File: src/rtl/seeded_hop_permutation_assert.svh
// Assertion macros used by the hop sequencer module
`ifndef SEEDED_HOP_PERMUTATION_ASSERT_SVH
`define SEEDED_HOP_PERMUTATION_ASSERT_SVH

// implication checked on every clock edge outside reset
`define SHP_ASSERT_IMPL(lbl, ante, cons, msg) \
	lbl: assert property (@(posedge clk) disable iff (!arst_n) (ante) |-> (cons)) \
		else $error(msg);

// next-cycle implication
`define SHP_ASSERT_NEXT(lbl, ante, cons, msg) \
	lbl: assert property (@(posedge clk) disable iff (!arst_n) (ante) |=> (cons)) \
		else $error(msg);

`endif

File: src/rtl/shp_pkg.sv
// ----------------------------------------------------------------------------
// shp_pkg
// Types and constants of the seeded hop permutation sequencer.
// ----------------------------------------------------------------------------
package shp_pkg;
	localparam int MaxChannels = 64;
	localparam int AddrW = $clog2(MaxChannels);

	localparam logic [1:0] RegSeed  = 2'd0;
	localparam logic [1:0] RegSubst = 2'd1;
	localparam logic [1:0] RegBase  = 2'd2;
	localparam logic [1:0] RegTotal = 2'd3;

	localparam logic KindRebuild = 1'b0;
	localparam logic KindLookup  = 1'b1;

	localparam logic StatusOk  = 1'b0;
	localparam logic StatusBad = 1'b1;

	typedef enum logic [3:0] {
		ST_IDLE,
		ST_CLEAR,
		ST_FILL,
		ST_GEN,
		ST_DIV,
		ST_RDA,
		ST_RDB,
		ST_WRA,
		ST_LDIV,
		ST_LRD,
		ST_LWAIT,
		ST_OUT
	} state_t;

	// divider request / answer between sequencer and divider
	typedef struct packed {
		logic        start;
		logic [63:0] dividend;
		logic [8:0]  divisor;
	} div_req_t;

	typedef struct packed {
		logic       busy;
		logic [8:0] rem;
	} div_rsp_t;

	function automatic logic [31:0] xs_next(input logic [31:0] x);
		logic [31:0] a;
		logic [31:0] b;
		a = x ^ (x << 13);
		b = a ^ (a >> 17);
		return b ^ (b << 5);
	endfunction
endpackage

File: src/rtl/seeded_hop_permutation.sv
// ----------------------------------------------------------------------------
// seeded_hop_permutation
// Frequency-hop channel sequencer with a seeded shuffled channel table.
// ----------------------------------------------------------------------------
//  channel | signals                              | direction
//  in      | in_valid, in_stall, kind, slot_number | to block
//  out     | out_valid, out_stall, channel, status | from block
//  cfg     | cfg_we, cfg_index, cfg_data           | to block
// Reset clears all 64 table entries in one pass; no item is taken meanwhile.
// Lookup: accept starts the bit-serial 64-bit remainder unit; a table read
// at the remainder follows, and then out_valid.
// Rebuild: a fill pass writes base+i to entries below count, then each swap
// takes a remainder, two reads and two writes (one read, one write port).
// One item at a time; a result held by out_stall blocks the next item.
`include "seeded_hop_permutation_assert.svh"

module seeded_hop_permutation (
	input  logic        clk,
	input  logic        arst_n,
	input  logic        in_valid,
	output logic        in_stall,
	input  logic        kind,
	input  logic [63:0] slot_number,
	output logic        out_valid,
	input  logic        out_stall,
	output logic [7:0]  channel,
	output logic        status,
	input  logic        cfg_we,
	input  logic [1:0]  cfg_index,
	input  logic [31:0] cfg_data
);
	import shp_pkg::*;

	logic [31:0] seed_q, subst_q;
	logic [7:0]  base_q;
	logic [8:0]  total_q;

	state_t      state_q, state_d;
	logic [8:0]  i_q;
	logic [31:0] gen_q;
	logic [AddrW-1:0] j_q;
	logic [7:0]  va_q;
	logic [7:0]  ch_q;
	logic        st_q;
	logic        ovalid_q;
	logic        count_ok;
	logic        accept;

	div_req_t    dreq;
	div_rsp_t    drsp;

	logic             we;
	logic [AddrW-1:0] waddr, raddr;
	logic [7:0]       wdata, rdata;

	always_ff @(posedge clk or negedge arst_n) begin
		if (!arst_n) begin
			seed_q  <= '0;
			subst_q <= 32'd1;
			base_q  <= '0;
			total_q <= 9'd1;
		end else if (cfg_we) begin
			unique case (cfg_index)
				RegSeed:  seed_q  <= cfg_data;
				RegSubst: subst_q <= cfg_data;
				RegBase:  base_q  <= cfg_data[7:0];
				RegTotal: total_q <= cfg_data[8:0];
				default: ;
			endcase
		end
	end

	assign count_ok = (total_q != 9'd0) && (total_q <= 9'(MaxChannels));
	assign in_stall = (state_q != ST_IDLE) || ovalid_q;
	assign accept   = in_valid && !in_stall;

	shp_div u_div (.clk(clk), .arst_n(arst_n), .req(dreq), .rsp(drsp));

	shp_table u_table (
		.clk(clk), .we(we), .waddr(waddr), .wdata(wdata),
		.raddr(raddr), .rdata(rdata)
	);

	// next state
	always_comb begin
		state_d = state_q;
		unique case (state_q)
			ST_CLEAR: if (i_q == 9'(MaxChannels - 1)) state_d = ST_IDLE;
			ST_IDLE: begin
				if (accept) begin
					if (!count_ok) state_d = ST_OUT;
					else if (kind == KindRebuild) state_d = ST_FILL;
					else state_d = ST_LDIV;
				end
			end
			ST_FILL: begin
				if (i_q + 9'd1 == total_q) begin
					state_d = (total_q > 9'd2) ? ST_GEN : ST_OUT;
				end
			end
			ST_GEN:  state_d = ST_DIV;
			ST_DIV:  if (!drsp.busy && !dreq.start) state_d = ST_RDA;
			ST_RDA:  state_d = ST_RDB;
			ST_RDB:  state_d = ST_WRA;
			ST_WRA:  state_d = (i_q == 9'd3) ? ST_OUT : ST_GEN;
			ST_LDIV: if (!drsp.busy && !dreq.start) state_d = ST_LRD;
			ST_LRD:  state_d = ST_LWAIT;
			ST_LWAIT: state_d = ST_OUT;
			ST_OUT:  if (!ovalid_q) state_d = ST_IDLE;
			default: state_d = ST_IDLE;
		endcase
	end

	// outputs to divider and table
	always_comb begin
		dreq  = '0;
		we    = 1'b0;
		waddr = i_q[AddrW-1:0];
		wdata = '0;
		raddr = i_q[AddrW-1:0] - AddrW'(1);
		unique case (state_q)
			ST_CLEAR: we = 1'b1;
			ST_FILL: begin
				we    = 1'b1;
				wdata = base_q + i_q[7:0];
			end
			ST_GEN: begin
				dreq.start    = 1'b1;
				dreq.dividend = {32'd0, xs_next(gen_q)};
				dreq.divisor  = i_q - 9'd1;
			end
			ST_RDA: raddr = j_q;
			ST_RDB: begin
				// va_q holds entry i-1; write it to j
				we    = 1'b1;
				waddr = j_q;
				wdata = va_q;
			end
			ST_WRA: begin
				we    = 1'b1;
				waddr = i_q[AddrW-1:0] - AddrW'(1);
				wdata = va_q;
			end
			ST_IDLE: begin
				dreq.start    = accept && count_ok && (kind == KindLookup);
				dreq.dividend = slot_number;
				dreq.divisor  = total_q;
			end
			ST_LRD: raddr = drsp.rem[AddrW-1:0];
			default: ;
		endcase
	end

	// raddr in ST_DIV defaults to entry i-1, so rdata is entry i-1 in ST_RDA
	always_ff @(posedge clk or negedge arst_n) begin
		if (!arst_n) begin
			state_q  <= ST_CLEAR;
			i_q      <= '0;
			ovalid_q <= 1'b0;
		end else begin
			state_q <= state_d;
			if (state_q == ST_CLEAR || state_q == ST_FILL) begin
				i_q <= i_q + 9'd1;
			end
			if (state_q == ST_CLEAR && state_d == ST_IDLE) i_q <= '0;
			if (accept) i_q <= '0;
			if (state_q == ST_FILL && state_d == ST_GEN) i_q <= total_q;
			if (state_q == ST_WRA) i_q <= i_q - 9'd1;
			if (state_q != ST_OUT && state_d == ST_OUT) ovalid_q <= 1'b1;
			else if (ovalid_q && !out_stall) ovalid_q <= 1'b0;
		end
	end

	always_ff @(posedge clk) begin
		if (accept) begin
			gen_q <= (seed_q != 32'd0) ? seed_q : subst_q;
			ch_q  <= '0;
			st_q  <= count_ok ? StatusOk : StatusBad;
		end
		if (state_q == ST_GEN) gen_q <= xs_next(gen_q);
		if (state_q == ST_DIV && state_d == ST_RDA) j_q <= AddrW'(drsp.rem + 9'd1);
		// entry i-1 first, then entry j before it is overwritten
		if (state_q == ST_RDA) va_q <= rdata;
		if (state_q == ST_RDB) va_q <= rdata;
		if (state_q == ST_LWAIT) ch_q <= rdata;
	end

	assign out_valid = ovalid_q;
	assign channel   = ch_q;
	assign status    = st_q;

	`SHP_ASSERT_IMPL(a_no_take_busy, state_q != ST_IDLE, in_stall, "item taken while busy")
	`SHP_ASSERT_IMPL(a_bad_zero, out_valid && status == StatusBad, channel == 8'd0,
		"nonzero channel on error")
	`SHP_ASSERT_NEXT(a_accept_out, accept && !count_ok, out_valid,
		"error result not posted")
endmodule

File: src/rtl/shp_div.sv
// ----------------------------------------------------------------------------
// shp_div
// Bit-serial remainder of a 64-bit value by a 9-bit divisor.
// ----------------------------------------------------------------------------
module shp_div (
	input  logic             clk,
	input  logic             arst_n,
	input  shp_pkg::div_req_t req,
	output shp_pkg::div_rsp_t rsp
);
	import shp_pkg::*;

	logic [63:0] num_q;
	logic [8:0]  den_q;
	logic [9:0]  rem_q;
	logic [6:0]  cnt_q;
	logic        busy_q;
	logic [9:0]  trial;

	// remainder stays below the divisor, so 10 bits hold the shifted value
	assign trial = {rem_q[8:0], num_q[63]};

	always_ff @(posedge clk or negedge arst_n) begin
		if (!arst_n) begin
			busy_q <= 1'b0;
			cnt_q  <= '0;
		end else if (req.start) begin
			busy_q <= 1'b1;
			cnt_q  <= 7'd64;
		end else if (busy_q) begin
			cnt_q <= cnt_q - 7'd1;
			if (cnt_q == 7'd1) begin
				busy_q <= 1'b0;
			end
		end
	end

	always_ff @(posedge clk) begin
		if (req.start) begin
			num_q <= req.dividend;
			den_q <= req.divisor;
			rem_q <= '0;
		end else if (busy_q) begin
			num_q <= {num_q[62:0], 1'b0};
			if (trial >= {1'b0, den_q}) begin
				rem_q <= trial - {1'b0, den_q};
			end else begin
				rem_q <= trial;
			end
		end
	end

	assign rsp.busy = busy_q;
	assign rsp.rem  = rem_q[8:0];
endmodule

File: src/rtl/shp_table.sv
// ----------------------------------------------------------------------------
// shp_table
// Hop table memory: one write port, one read port, registered read data.
// ----------------------------------------------------------------------------
module shp_table (
	input  logic                     clk,
	input  logic                     we,
	input  logic [shp_pkg::AddrW-1:0] waddr,
	input  logic [7:0]               wdata,
	input  logic [shp_pkg::AddrW-1:0] raddr,
	output logic [7:0]               rdata
);
	import shp_pkg::*;

	logic [7:0] mem [MaxChannels];

	always_ff @(posedge clk) begin
		if (we) begin
			mem[waddr] <= wdata;
		end
		rdata <= mem[raddr];
	end
endmodule

File: config.mk
export PLATFORM = sky130hd
export DESIGN_NAME = seeded_hop_permutation
export DESIGN_NICKNAME = d
export VERILOG_FILES = /design/src/rtl/shp_pkg.sv /design/src/rtl/seeded_hop_permutation.sv /design/src/rtl/shp_div.sv /design/src/rtl/shp_table.sv
export VERILOG_INCLUDE_DIRS = /design/src /design/src/rtl
export SDC_FILE = /design/constraint.sdc
export NUM_CORES = 1
export LEC_CHECK = 0
export BUFFER_PORTS_ARGS = -buffer_cell sky130_fd_sc_hd__buf_2
export CORE_ASPECT_RATIO = 1.25
export CORE_UTILIZATION = 45
export CTS_BUF_LIST = sky130_fd_sc_hd__clkbuf_4 sky130_fd_sc_hd__clkbuf_8 sky130_fd_sc_hd__clkbuf_16
export CTS_CLUSTER_SIZE = 25
export DETAILED_ROUTE_END_ITERATION = 10
export GPL_TIMING_DRIVEN = 0
export SKIP_LAST_GASP = 1
export SLEW_MARGIN = 20
export SYNTH_ARGS = -nofsm -noshare
export SYNTH_HDL_FRONTEND = slang
export SYNTH_SLANG_ARGS = --single-unit
File: constraint.sdc
create_clock -name clk -period 3.8 [get_ports clk]
set_input_delay 0.19 -clock clk [delete_from_list [all_inputs] [get_ports clk]]
set_output_delay 0.19 -clock clk [all_outputs]
set_load 0.01 [all_outputs]
==> flow_metrics.env, run 1 <==
export IMPL_status="complete, but fails checks"
export IMPL_violations="setup timing"
export IMPL_synthSimpleGateAreaFrac_pct=12.9
export IMPL_worst_slack_ns=-0.0891
export IMPL_cp_buffers_inverters=6
export IMPL_grt_pass1_vias=23345
export IMPL_hold_start="kind"
export IMPL_coreArea_um2=73300
export IMPL_synth_async_reset_ratio_pct=13.6
export IMPL_die_area_um2=75200
export IMPL_maxSlewViolCount=0
export IMPL_cts_root_buf="clkbuf_16"
export IMPL_crit_fanout=10
export IMPL_synth_fa_ha_area_share_pct=0.909
export IMPL_clock_path_buffers=3
export IMPL_ys_types=76
export IMPL_route_met3_wl_mm=5.85
export IMPL_placed_cell_area_um2=35400
export IMPL_ios=115
export IMPL_ys_flop_type="edfxtp_1"
export IMPL_reg2reg_from="state_q[2]"
export IMPL_wl_per_cell_um=24.2
export IMPL_numPortBuffers=114
export IMPL_antenna_cells=0
export IMPL_setup_viol=1
export IMPL_hp_class="in2reg"
export IMPL_min_period_ns=3.89
export IMPL_dr_pass1_iters=6
export IMPL_initial_utilization_pct=45.4
export IMPL_layoutNonFillerInstCount=4008
export IMPL_tightest_slew_ns=1.04
export IMPL_drive_above_1_share_pct=18.2
export IMPL_cts_clk_slew_worst_paths_ns=0.07
export IMPL_cp_end_kind="flip-flop"
export IMPL_critical_path_top_delay_family="buffers and inverters"
export IMPL_vias=22960
export IMPL_critPathArrivalTime_ns=4.16
export IMPL_grt_max_degree=80
export IMPL_synth_yosys_seq_area_share_pct=66.4
export IMPL_dp_cells=3762
export IMPL_drt_met1_wl_mm=37.2
export IMPL_synth_largest_area_cell="edfxtp_1"
export IMPL_numCtsBuffers=78
export IMPL_vias_per_cell=5.73
export IMPL_grt_setup_unrepaired="yes"
export IMPL_synth_seq_cells=760
export IMPL_synth_top_area_share_pct=57.7
export IMPL_critPathLaunch="state_q[2]"
export IMPL_antenna_left=0
export IMPL_cts_tree="yes"
export IMPL_worst_path_largest_cell_delay_ns=0.58
export IMPL_synth_area_per_cell_um2=12.4
export IMPL_synthXorXnorAreaFrac_pct=2.84
export IMPL_synth_top_family_by_area="simple AND/OR/NAND/NOR gates"
export IMPL_synth_area_mux_share_pct=3.40
export IMPL_synthCells=2678
export IMPL_pre_cts_slack_ns=-0.654
export IMPL_skew_ns=0.0394
export IMPL_required_ns=4.07
export IMPL_path_cells="buf_2 > buf_2 > nor4_2 > nand3b_1 > inv_1 > a21oi_2 > inv_2 > buf_2 > clkbuf_1 > a31oi_1"
export IMPL_p_leak_nw=14.4
export IMPL_drv_cap=0
export IMPL_drc=0
export IMPL_finalSetupTns_ns=-0.0891
export IMPL_critPathLaunchType="flip-flop"
export IMPL_fp_dieW_um=245
export IMPL_top_layer="met4"
export IMPL_cp_common_cell="buf_2"
export IMPL_htreeDepth=3
export IMPL_slew_headroom_pct=30.7
export IMPL_path_class="reg2reg"
export IMPL_dr_wl_met2_mm=49.6
export IMPL_die_h_um=306
export IMPL_cts_sinks=760
export IMPL_drt_iter0_drc=1890
export IMPL_dp_hpwl_mm=67.4
export IMPL_synth_edf_count=640
export IMPL_min_period_over_period_pct=102
export IMPL_antenna_found_initial=0
export IMPL_wl_mm=97.0
export IMPL_grt_pass1_wl_mm=144
export IMPL_area_delta_synth_final_pct=18.8
export IMPL_peakVddDrop_uv=486
export IMPL_max_freq_ghz=0.257
export IMPL_syn_nets=2805
export IMPL_synth_area_um2=33300
export IMPL_rows=111
export IMPL_clk_latency_ns=0.63
export IMPL_powerDensity_nw_per_um2=1010
export IMPL_synth_compound_area_share_pct=10.7
export IMPL_hold_slack_ns=0.0430
export IMPL_synth_area_leaders="edfxtp_1, dfrtp_1, nand2_1"
export IMPL_grt_total_usage_pct=25.7
export IMPL_gp_congestion=0.940
export IMPL_fillCellCount=6103
export IMPL_slowest_stage="nor4_2"
export IMPL_final_nets=3112
export IMPL_yosys_warnings=0
export IMPL_finalHoldViolCount=0
export IMPL_stdcell_area_um2=39600
export IMPL_grt_overflow_total=0
cell usage in the layout, fill, tap and decap left out, types with 17 or more instances in the layout:
master           n
dlygate4sd3_1   97
clkbuf_16       85
a311oi_1        50
xnor2_1         75
buf_4           21
and3_1          91
nor2_2          38
nor2_4          26
nand2_1        492
a211oi_1       110
o21ai_0         61
ha_1            20
mux2_2          81
buf_2          174
edfxtp_1       640
inv_1           28
dfxtp_1         17
a31oi_1         68
clkbuf_4        17
dfrtp_1         98
nor2_1          76
xor2_1          30
a21oi_1         75
mux2i_1         22
clkbuf_1        84
nand3_1        139
worst paths after layout:
| path | end | slack (ns) | cells past startpoint |
|---|---|---|---|
| max in group asynchronous | subst_q[25] | 3.20 | 3 |
| hold reg to reg | va_q[1] | 0.41 | 0 |
| setup reg to reg | u_div.num_q[29] | -0.09 | 10 |
| min in group asynchronous | seed_q[29] | 0.16 | 3 |
| hold / removal | state_q[1] | 0.04 | 3 |
| setup / recovery | u_div.num_q[29] | -0.09 | 10 |
cell usage after synthesis, types with 8 or more instances:
| cell | count |
|---|---|
| o21a_1 | 10 |
| buf_2 | 65 |
| inv_1 | 28 |
| xnor2_1 | 78 |
| o211a_1 | 8 |
| nor4_1 | 12 |
| nand2b_1 | 12 |
| nor3_1 | 22 |
| mux2i_1 | 22 |
| a31o_1 | 9 |
| a211o_1 | 10 |
| a21oi_1 | 78 |
| a311oi_1 | 56 |
| ha_1 | 21 |
| a211oi_1 | 110 |
| nor2_1 | 140 |
| a311o_1 | 8 |
| a31oi_1 | 68 |
| a22o_1 | 10 |
| nand3_1 | 143 |
| dfrtp_1 | 100 |
| buf_1 | 10 |
| a21o_1 | 9 |
| clkbuf_1 | 91 |
| mux2_2 | 81 |
| a221o_1 | 9 |
| dfxtp_1 | 17 |
| and2_1 | 11 |
| edfxtp_1 | 640 |
| nand2_1 | 500 |
| xor2_1 | 30 |
| o21ai_0 | 67 |
| and3_1 | 91 |
| buf_4 | 12 |
| o22a_1 | 8 |
per-layer routing:
layer  global-route usage, %  vias up
li1                        -    10596
met5                       0        -
met4                    12.2        0
met2                    45.7      875
met3                    3.03      206
met1                    30.8    11283
layout make-up:
cell class / instances / area [um^2] / share of cell area, %
Inverter: 29 / 109 / 0.275
Tap cell: 960 / 1200 / 3.03
Clock buffer: 104 / 2290 / 5.80
Buffer: 178 / 833 / 2.10
Timing Repair Buffer: 231 / 1850 / 4.68
Clock inverter: 39 / 360 / 0.910
Multi-Input combinational cell: 1707 / 10800 / 27.3
Sequential cell: 760 / 22100 / 55.9
sequential cells by signal, summed over array words and instances, names as in the netlist:
name	cells
u_div.rem_q	9
j_q	6
subst_q	32
i_q	9
channel	8
u_table.mem	512
u_div.num_q	64
seed_q	32
u_div.busy_q	1
u_div.cnt_q	7
base_q	8
u_div.den_q	9
total_q	9
status	1
state_q	4
u_table.rdata	8
va_q	8
out_valid	1
gen_q	32
worst min-delay path, cell delays in order:
cell and delay, ns:
buf_2 0.09, and3_1 0.20, o21ai_0 0.13
cell families (layout without fill, tap and decap cells):
family,after synthesis,count (layout)
buffers and inverters,211,581
and+or+nand+nor,971,971
adders and majority gates,23,23
AOI/OAI and AO/OA,502,502
xor gates and xnor gates,108,108
muxes,103,103
DFF,760,760
stage by stage:
| step | util (%) | total power [mW] |
|---|---|---|
| after floorplan | - | 24.0 |
| after global placement | 47.9 | 30.7 |
| after detailed placement | 48.3 | 31.3 |
| after CTS | 53.6 | 39.7 |
| after global routing | 54.0 | 41.8 |
| final | 54.0 | 40.1 |
report_power, final:
part           switching, mW  internal, mW
sequential             0.700          11.9
combinational           13.5          6.20
clock                   3.21          4.67
total                   17.4          22.7
repair_timing:
action,in CTS,in global routing
pin swaps,4,0
endpoints found under the setup margin,479,517
hold buffers,98,0
resized for setup,56,87
setup buffers,9,0
hold endpoints to repair,245,0
(Power assumes the default switching activity.)
==> run 2, diff against run 1 <==
--- a/config.mk
+++ b/config.mk
@@ -9,10 +9,9 @@
 export BUFFER_PORTS_ARGS = -buffer_cell sky130_fd_sc_hd__buf_2
 export CORE_ASPECT_RATIO = 1.25
 export CORE_UTILIZATION = 45
-export CTS_BUF_LIST = sky130_fd_sc_hd__clkbuf_4 sky130_fd_sc_hd__clkbuf_8 sky130_fd_sc_hd__clkbuf_16
+export CTS_BUF_LIST = sky130_fd_sc_hd__clkbuf_8
 export CTS_CLUSTER_SIZE = 25
 export DETAILED_ROUTE_END_ITERATION = 10
-export GPL_TIMING_DRIVEN = 0
 export SKIP_LAST_GASP = 1
 export SLEW_MARGIN = 20
 export SYNTH_ARGS = -nofsm -noshare
==> flow_metrics.env, run 2 (synthesis gave the netlist of run 1 again) <==
export IMPL_status="complete, no violations"
export IMPL_vias=22982
export IMPL_maxSlewViolCount=0
export IMPL_cts_clk_slew_worst_paths_ns=0.06
export IMPL_regMostFlops="u_table.mem"
export IMPL_dp_hpwl_mm=59.8
export IMPL_cts_root_buf="clkbuf_8"
export IMPL_r2r_end="u_table.rdata[4]"
export IMPL_critPathLaunchType="flip-flop"
export IMPL_slew_headroom_pct=36.7
export IMPL_reg2reg_setup_slack_ns=0.14
export IMPL_grt_total_usage_pct=24.5
export IMPL_setup_viol=0
export IMPL_grt_setup_unrepaired="yes"
export IMPL_max_freq_ghz=0.273
export IMPL_fillCellCount=6233
export IMPL_fp_dieW_um=245
export IMPL_worst_slack_ns=0.137
export IMPL_htreeDepth=3
export IMPL_hp_class="in2async"
export IMPL_most_common_layout_cells="edfxtp_1, nand2_1, nand3_1, nor2_1, buf_4"
export IMPL_clk_latency_ns=0.77
export IMPL_skew_ns=0.0344
export IMPL_peakVddDrop_uv=752
export IMPL_cts_sinks=760
export IMPL_required_ns=4.45
export IMPL_numCtsBuffers=117
export IMPL_antenna_left=0
export IMPL_die_area_um2=75200
export IMPL_pre_cts_slack_ns=0.165
export IMPL_ios=115
export IMPL_numPortBuffers=114
export IMPL_largest_register_ffs=512
export IMPL_crit_fanout=43
export IMPL_critPathArrivalTime_ns=4.31
export IMPL_final_nets=3105
export IMPL_grt_pass1_vias=23344
export IMPL_final_common_cell="edfxtp_1"
export IMPL_wl_per_cell_um=22.8
export IMPL_clock_path_buffers=3
export IMPL_drt_iter0_drc=1916
export IMPL_dr_pass1_iters=6
export IMPL_min_period_ns=3.66
export IMPL_wl_mm=92.1
export IMPL_cp_end_kind="flip-flop"
export IMPL_stdcell_area_um2=38900
export IMPL_rows=111
export IMPL_finalHoldViolCount=0
export IMPL_drc=0
export IMPL_cts_tree="yes"
export IMPL_p_leak_nw=14.5
export IMPL_antenna_found_initial=2
export IMPL_die_h_um=306
export IMPL_grt_overflow_total=0
export IMPL_grt_max_degree=97
export IMPL_path_class="reg2reg"
export IMPL_placed_cell_area_um2=35700
export IMPL_post_cts_buffers=0
export IMPL_reg2reg_from="state_q[1]"
export IMPL_coreArea_um2=73300
export IMPL_grt_pass1_wl_mm=140
export IMPL_vias_per_cell=5.69
export IMPL_drv_cap=0
export IMPL_powerDensity_nw_per_um2=958
export IMPL_largest_registers="u_table.mem (512), u_div.num_q (64)"
export IMPL_drive_above_1_share_pct=17.2
export IMPL_area_delta_synth_final_pct=16.8
export IMPL_initial_utilization_pct=45.4
export IMPL_r2r_cells=11
export IMPL_tightest_slew_ns=0.942
export IMPL_finalPower_mw=37.3
export IMPL_min_period_over_period_pct=96.4
export IMPL_gp_congestion=0.925
==> run 2: cell count changes in the layout (fill, tap and decap cells not counted), sizes merged, moves of 3 or more <==
cell,previous run,this run
buf,220,264
clkbuf,196,125
inv,33,76
diode,0,3
clkinv,28,36
==> run 2: worst max-delay path by stage <==
stage          startpoint          endpoint  cells after the start
6_report       state_q[1]  u_table.rdata[4]                     11
5_1_grt            i_q[0]  u_table.rdata[4]                     11
4_1_cts        state_q[1]  u_table.rdata[6]                     11
3_5_place_dp   state_q[1]  u_table.rdata[6]                     11
3_3_place_gp   state_q[1]  u_table.rdata[6]                     11
2_1_floorplan  total_q[3]    u_div.num_q[0]                      6
==> run 2: critical path: stages (launching register included) <==
cell	delay, ns
dfrtp_1	0.50
buf_4	0.24
nor2b_1	0.29
o21ai_1	0.22
a221o_4	0.50
buf_12	0.18
buf_4	0.26
a211oi_1	0.29
a311oi_1	0.09
a311oi_1	0.57
nor3_1	0.15
a31o_1	0.25
==> run 2: cell type report <==
class	count	area, um^2	share of cell area (%)
clock inverters	91	515	1.32
inverters	29	110	0.283
flip-flops and latches	760	22100	56.9
diodes	3	7.51	0.0193
well taps	960	1200	3.09
clock buffers	125	1720	4.42
multi-input cells	1707	10400	26.6
repair buffers	363	2880	7.40
==> run 2: routing by layer <==
metal	GRT usage [%]	vias up	wire, um
li1	-	10595	-
met1	30.9	11318	37100
met2	41.8	881	45600
met3	3.72	188	5820
met4	10.4	0	3500
met5	0	-	0
==> run 2: timing repair <==
item	in CTS	in global routing
gates resized for setup	0	3
hold buffers	99	0
setup endpoints to repair	0	1
hold endpoints to repair	199	0
==> run 2: power by group <==
| part | leakage (nW) | total, mW | internal, mW | switching (mW) |
|---|---|---|---|---|
| Clock | 1.32 | 6.55 | 3.37 | 3.19 |
| Combinational | 5.87 | 18.1 | 5.98 | 12.1 |
| Sequential | 7.36 | 12.7 | 11.9 | 0.802 |
| Total | 14.5 | 37.3 | 21.2 | 16.1 |
==> run 2: through the flow <==
step / hold WS (ns) / instances / setup TNS [ns] / util (%)
2_1_floorplan: -0.106 / 2678 / 0 / -
3_3_place_gp: 0.259 / 3720 / 0 / 48.6
3_5_place_dp: 0.278 / 3720 / 0 / 48.6
4_1_cts: 0.0177 / 4035 / 0 / 53.0
5_1_grt: 0.0746 / 4036 / -0.0140 / 53.1
6_report: 0.0439 / 4038 / 0 / 53.1
==> run 3, diff against run 2 <==
--- a/config.mk
+++ b/config.mk
@@ -6,6 +6,7 @@
 export SDC_FILE = /design/constraint.sdc
 export NUM_CORES = 1
 export LEC_CHECK = 0
+export ABC_AREA = 1
 export BUFFER_PORTS_ARGS = -buffer_cell sky130_fd_sc_hd__buf_2
 export CORE_ASPECT_RATIO = 1.25
 export CORE_UTILIZATION = 45
==> flow_metrics.env, run 3 <==
export IMPL_grt_total_usage_pct=24.1
export IMPL_cts_clk_slew_worst_paths_ns=0.07
export IMPL_skew_ns=0.0364
export IMPL_yosysMostFrequentCell="nand2_1"
export IMPL_dr_pass1_iters=7
export IMPL_fp_dieW_um=245
export IMPL_critPathArrivalTime_ns=3.74
export IMPL_gp_congestion=0.908
export IMPL_hold_slack_ns=0.0822
export IMPL_drive_above_1_share_pct=12.1
export IMPL_setup_viol=0
export IMPL_finalHoldViolCount=0
export IMPL_grt_pass1_wl_mm=139
export IMPL_grt_max_degree=121
export IMPL_die_h_um=306
export IMPL_crit_fanout=9
export IMPL_drv_cap=0
export IMPL_wl_mm=90.6
export IMPL_min_period_ns=3.36
export IMPL_drc=0
export IMPL_antenna_found_initial=2
export IMPL_finalPower_mw=33.5
export IMPL_synth_top_area_share_pct=57.8
export IMPL_rows=111
export IMPL_hp_class="in2async"
export IMPL_largest_register_ffs=512
export IMPL_cts_sinks=760
export IMPL_coreArea_um2=73200
export IMPL_cp_end_kind="flip-flop"
export IMPL_cp_buffers_inverters=3
export IMPL_die_area_um2=75000
export IMPL_grt_pass1_vias=24331
export IMPL_vias=24157
export IMPL_htreeDepth=3
export IMPL_pre_cts_slack_ns=0.441
export IMPL_cts_tree="yes"
export IMPL_tightest_slew_ns=1.01
export IMPL_required_ns=4.17
export IMPL_initial_utilization_pct=45.4
export IMPL_synth_yosys_seq_area_share_pct=66.6
export IMPL_path_class="reg2reg"
export IMPL_synthCells=3087
export IMPL_worst_slack_ns=0.439
export IMPL_numCtsBuffers=116
export IMPL_final_common_cell="nand2_1"
export IMPL_p_leak_nw=15.1
export IMPL_ios=115
export IMPL_maxSlewViolCount=0
export IMPL_slowest_stage="nor2_1"
export IMPL_synth_largest_area_cell="edfxtp_1"
export IMPL_status="complete, no violations"
export IMPL_syn_nets=3214
export IMPL_post_cts_buffers=0
export IMPL_critical_path_top_delay_family="simple AND/OR/NAND/NOR gates"
export IMPL_ys_types=49
export IMPL_area_delta_synth_final_pct=16.0
export IMPL_cts_root_buf="clkbuf_8"
export IMPL_largest_registers="u_table.mem (512), u_div.num_q (64)"
export IMPL_grt_setup_unrepaired="no"
export IMPL_worst_path_largest_cell_delay_ns=0.70
export IMPL_finalSetupTns_ns=0
export IMPL_clk_latency_ns=0.76
export IMPL_powerDensity_nw_per_um2=869
export IMPL_vias_per_cell=5.46
export IMPL_wl_per_cell_um=20.5
export IMPL_max_freq_ghz=0.298
export IMPL_peakVddDrop_uv=1220
export IMPL_grt_overflow_total=0
export IMPL_numPortBuffers=114
export IMPL_ys_flop_type="edfxtp_1"
export IMPL_synth_area_per_cell_um2=10.8
export IMPL_slew_headroom_pct=32.2
export IMPL_path_cells="inv_2 > ha_1 > xnor2_1 > inv_1 > nand2_1 > a22oi_1 > inv_1 > nor2_1 > nand2_1 > nor2_1"
export IMPL_critPathLaunchType="flip-flop"
export IMPL_synth_edf_count=640
export IMPL_synth_async_reset_ratio_pct=13.6
export IMPL_synth_common_cells="nand2_1, edfxtp_1, o21ai_0"
export IMPL_utilization_pct=52.7
export IMPL_synth_area_leaders="edfxtp_1, dfrtp_1, nand2_1"
export IMPL_regMostFlops="u_table.mem"
export IMPL_yosys_warnings=0
export IMPL_antenna_left=0
export IMPL_clock_path_buffers=3
export IMPL_final_nets=3493
export IMPL_dp_hpwl_mm=57.6
export IMPL_drt_iter0_drc=2003
export IMPL_most_common_layout_cells="nand2_1, edfxtp_1, o21ai_0, nor2_1, inv_1"
export IMPL_synth_seq_cells=760
export IMPL_min_period_over_period_pct=88.4
export IMPL_synth_area_um2=33300
run 3: cell count changes in the layout (fill, tap and decap cells not counted), sizes merged, moves of 81 or more:
cell | previous run | this run
a211oi | 110 | 1
and3 | 91 | 0
inv | 76 | 215
mux2 | 81 | 0
nand2 | 501 | 667
nor2 | 140 | 347
o211ai | 4 | 130
o21ai | 70 | 451
run 3: area by class of cell:
| cell class | instances | area [um^2] |
|---|---|---|
| multi-input combinational | 1993 | 9840 |
| antenna | 3 | 7.51 |
| timing repair buffer | 326 | 2610 |
| inverter | 169 | 636 |
| sequential | 760 | 22100 |
| tap | 960 | 1200 |
| fill | 6366 | 34600 |
| clock inverter | 85 | 403 |
| clock buffer | 125 | 1720 |
run 3: stage by stage:
step / cells / cell area [um^2]
detailed placement: 4109 / 35400
CTS: 4418 / 38500
finish: 4421 / 38600
global route: 4420 / 38600
floorplan: 3087 / 33300
global placement: 4109 / 35400
run 3: worst paths after layout:
kind / start / end / slack (ns) / depth (start not counted)
worst max-delay path: i_q[0] / u_table.mem[5][4] / 0.44 / 10
max in group asynchronous: arst_n / state_q[0] / 2.79 / 3
min in group clk: in_valid / i_q[2] / 0.10 / 5
worst min-delay path: arst_n / seed_q[28] / 0.08 / 2
worst min register to register: subst_q[12] / subst_q[12] / 0.49 / 2
worst max register to register: i_q[0] / u_table.mem[5][4] / 0.44 / 10
run 3: logic make-up after synthesis:
| logic type | count (synthesis) | share of synthesized area, % |
|---|---|---|
| AND/OR/NAND/NOR | 1197 | 14.4 |
| adder cells (fa/ha/maj) | 23 | 0.911 |
| XOR/XNOR | 56 | 1.47 |
| flip-flops | 760 | 66.6 |
| AO/OA/AOI/OAI | 717 | 12.4 |
| buffers and inverters | 334 | 4.23 |
run 3: worst reg2reg max path: stages, from the launching register on:
cell and delay (ns):
dfrtp_1 0.48, inv_2 0.16, ha_1 0.26, xnor2_1 0.15, inv_1 0.14, nand2_1 0.09, a22oi_1 0.28, inv_1 0.12
nor2_1 0.16, nand2_1 0.42, nor2_1 0.71
run 3: repair_timing:
action,CTS,global route
gates resized for setup,0,0
hold endpoints to repair,208,0
hold buffers,99,0
run 3: power breakdown:
part / total [mW] / internal [mW] / switching (mW)
clock: 6.28 / 3.09 / 3.19
combinational: 15.3 / 4.57 / 10.8
sequential: 11.9 / 11.2 / 0.686
total: 33.5 / 18.9 / 14.7
run 3: layer usage:
layer | vias to the layer above | share of wire (%) | GRT usage, %
li1 | 11417 | - | -
met1 | 11702 | 40 | 29.4
met2 | 844 | 50 | 42.2
met3 | 194 | 5.4 | 3.39
met4 | 0 | 4.2 | 11.2
met5 | - | 0 | 0
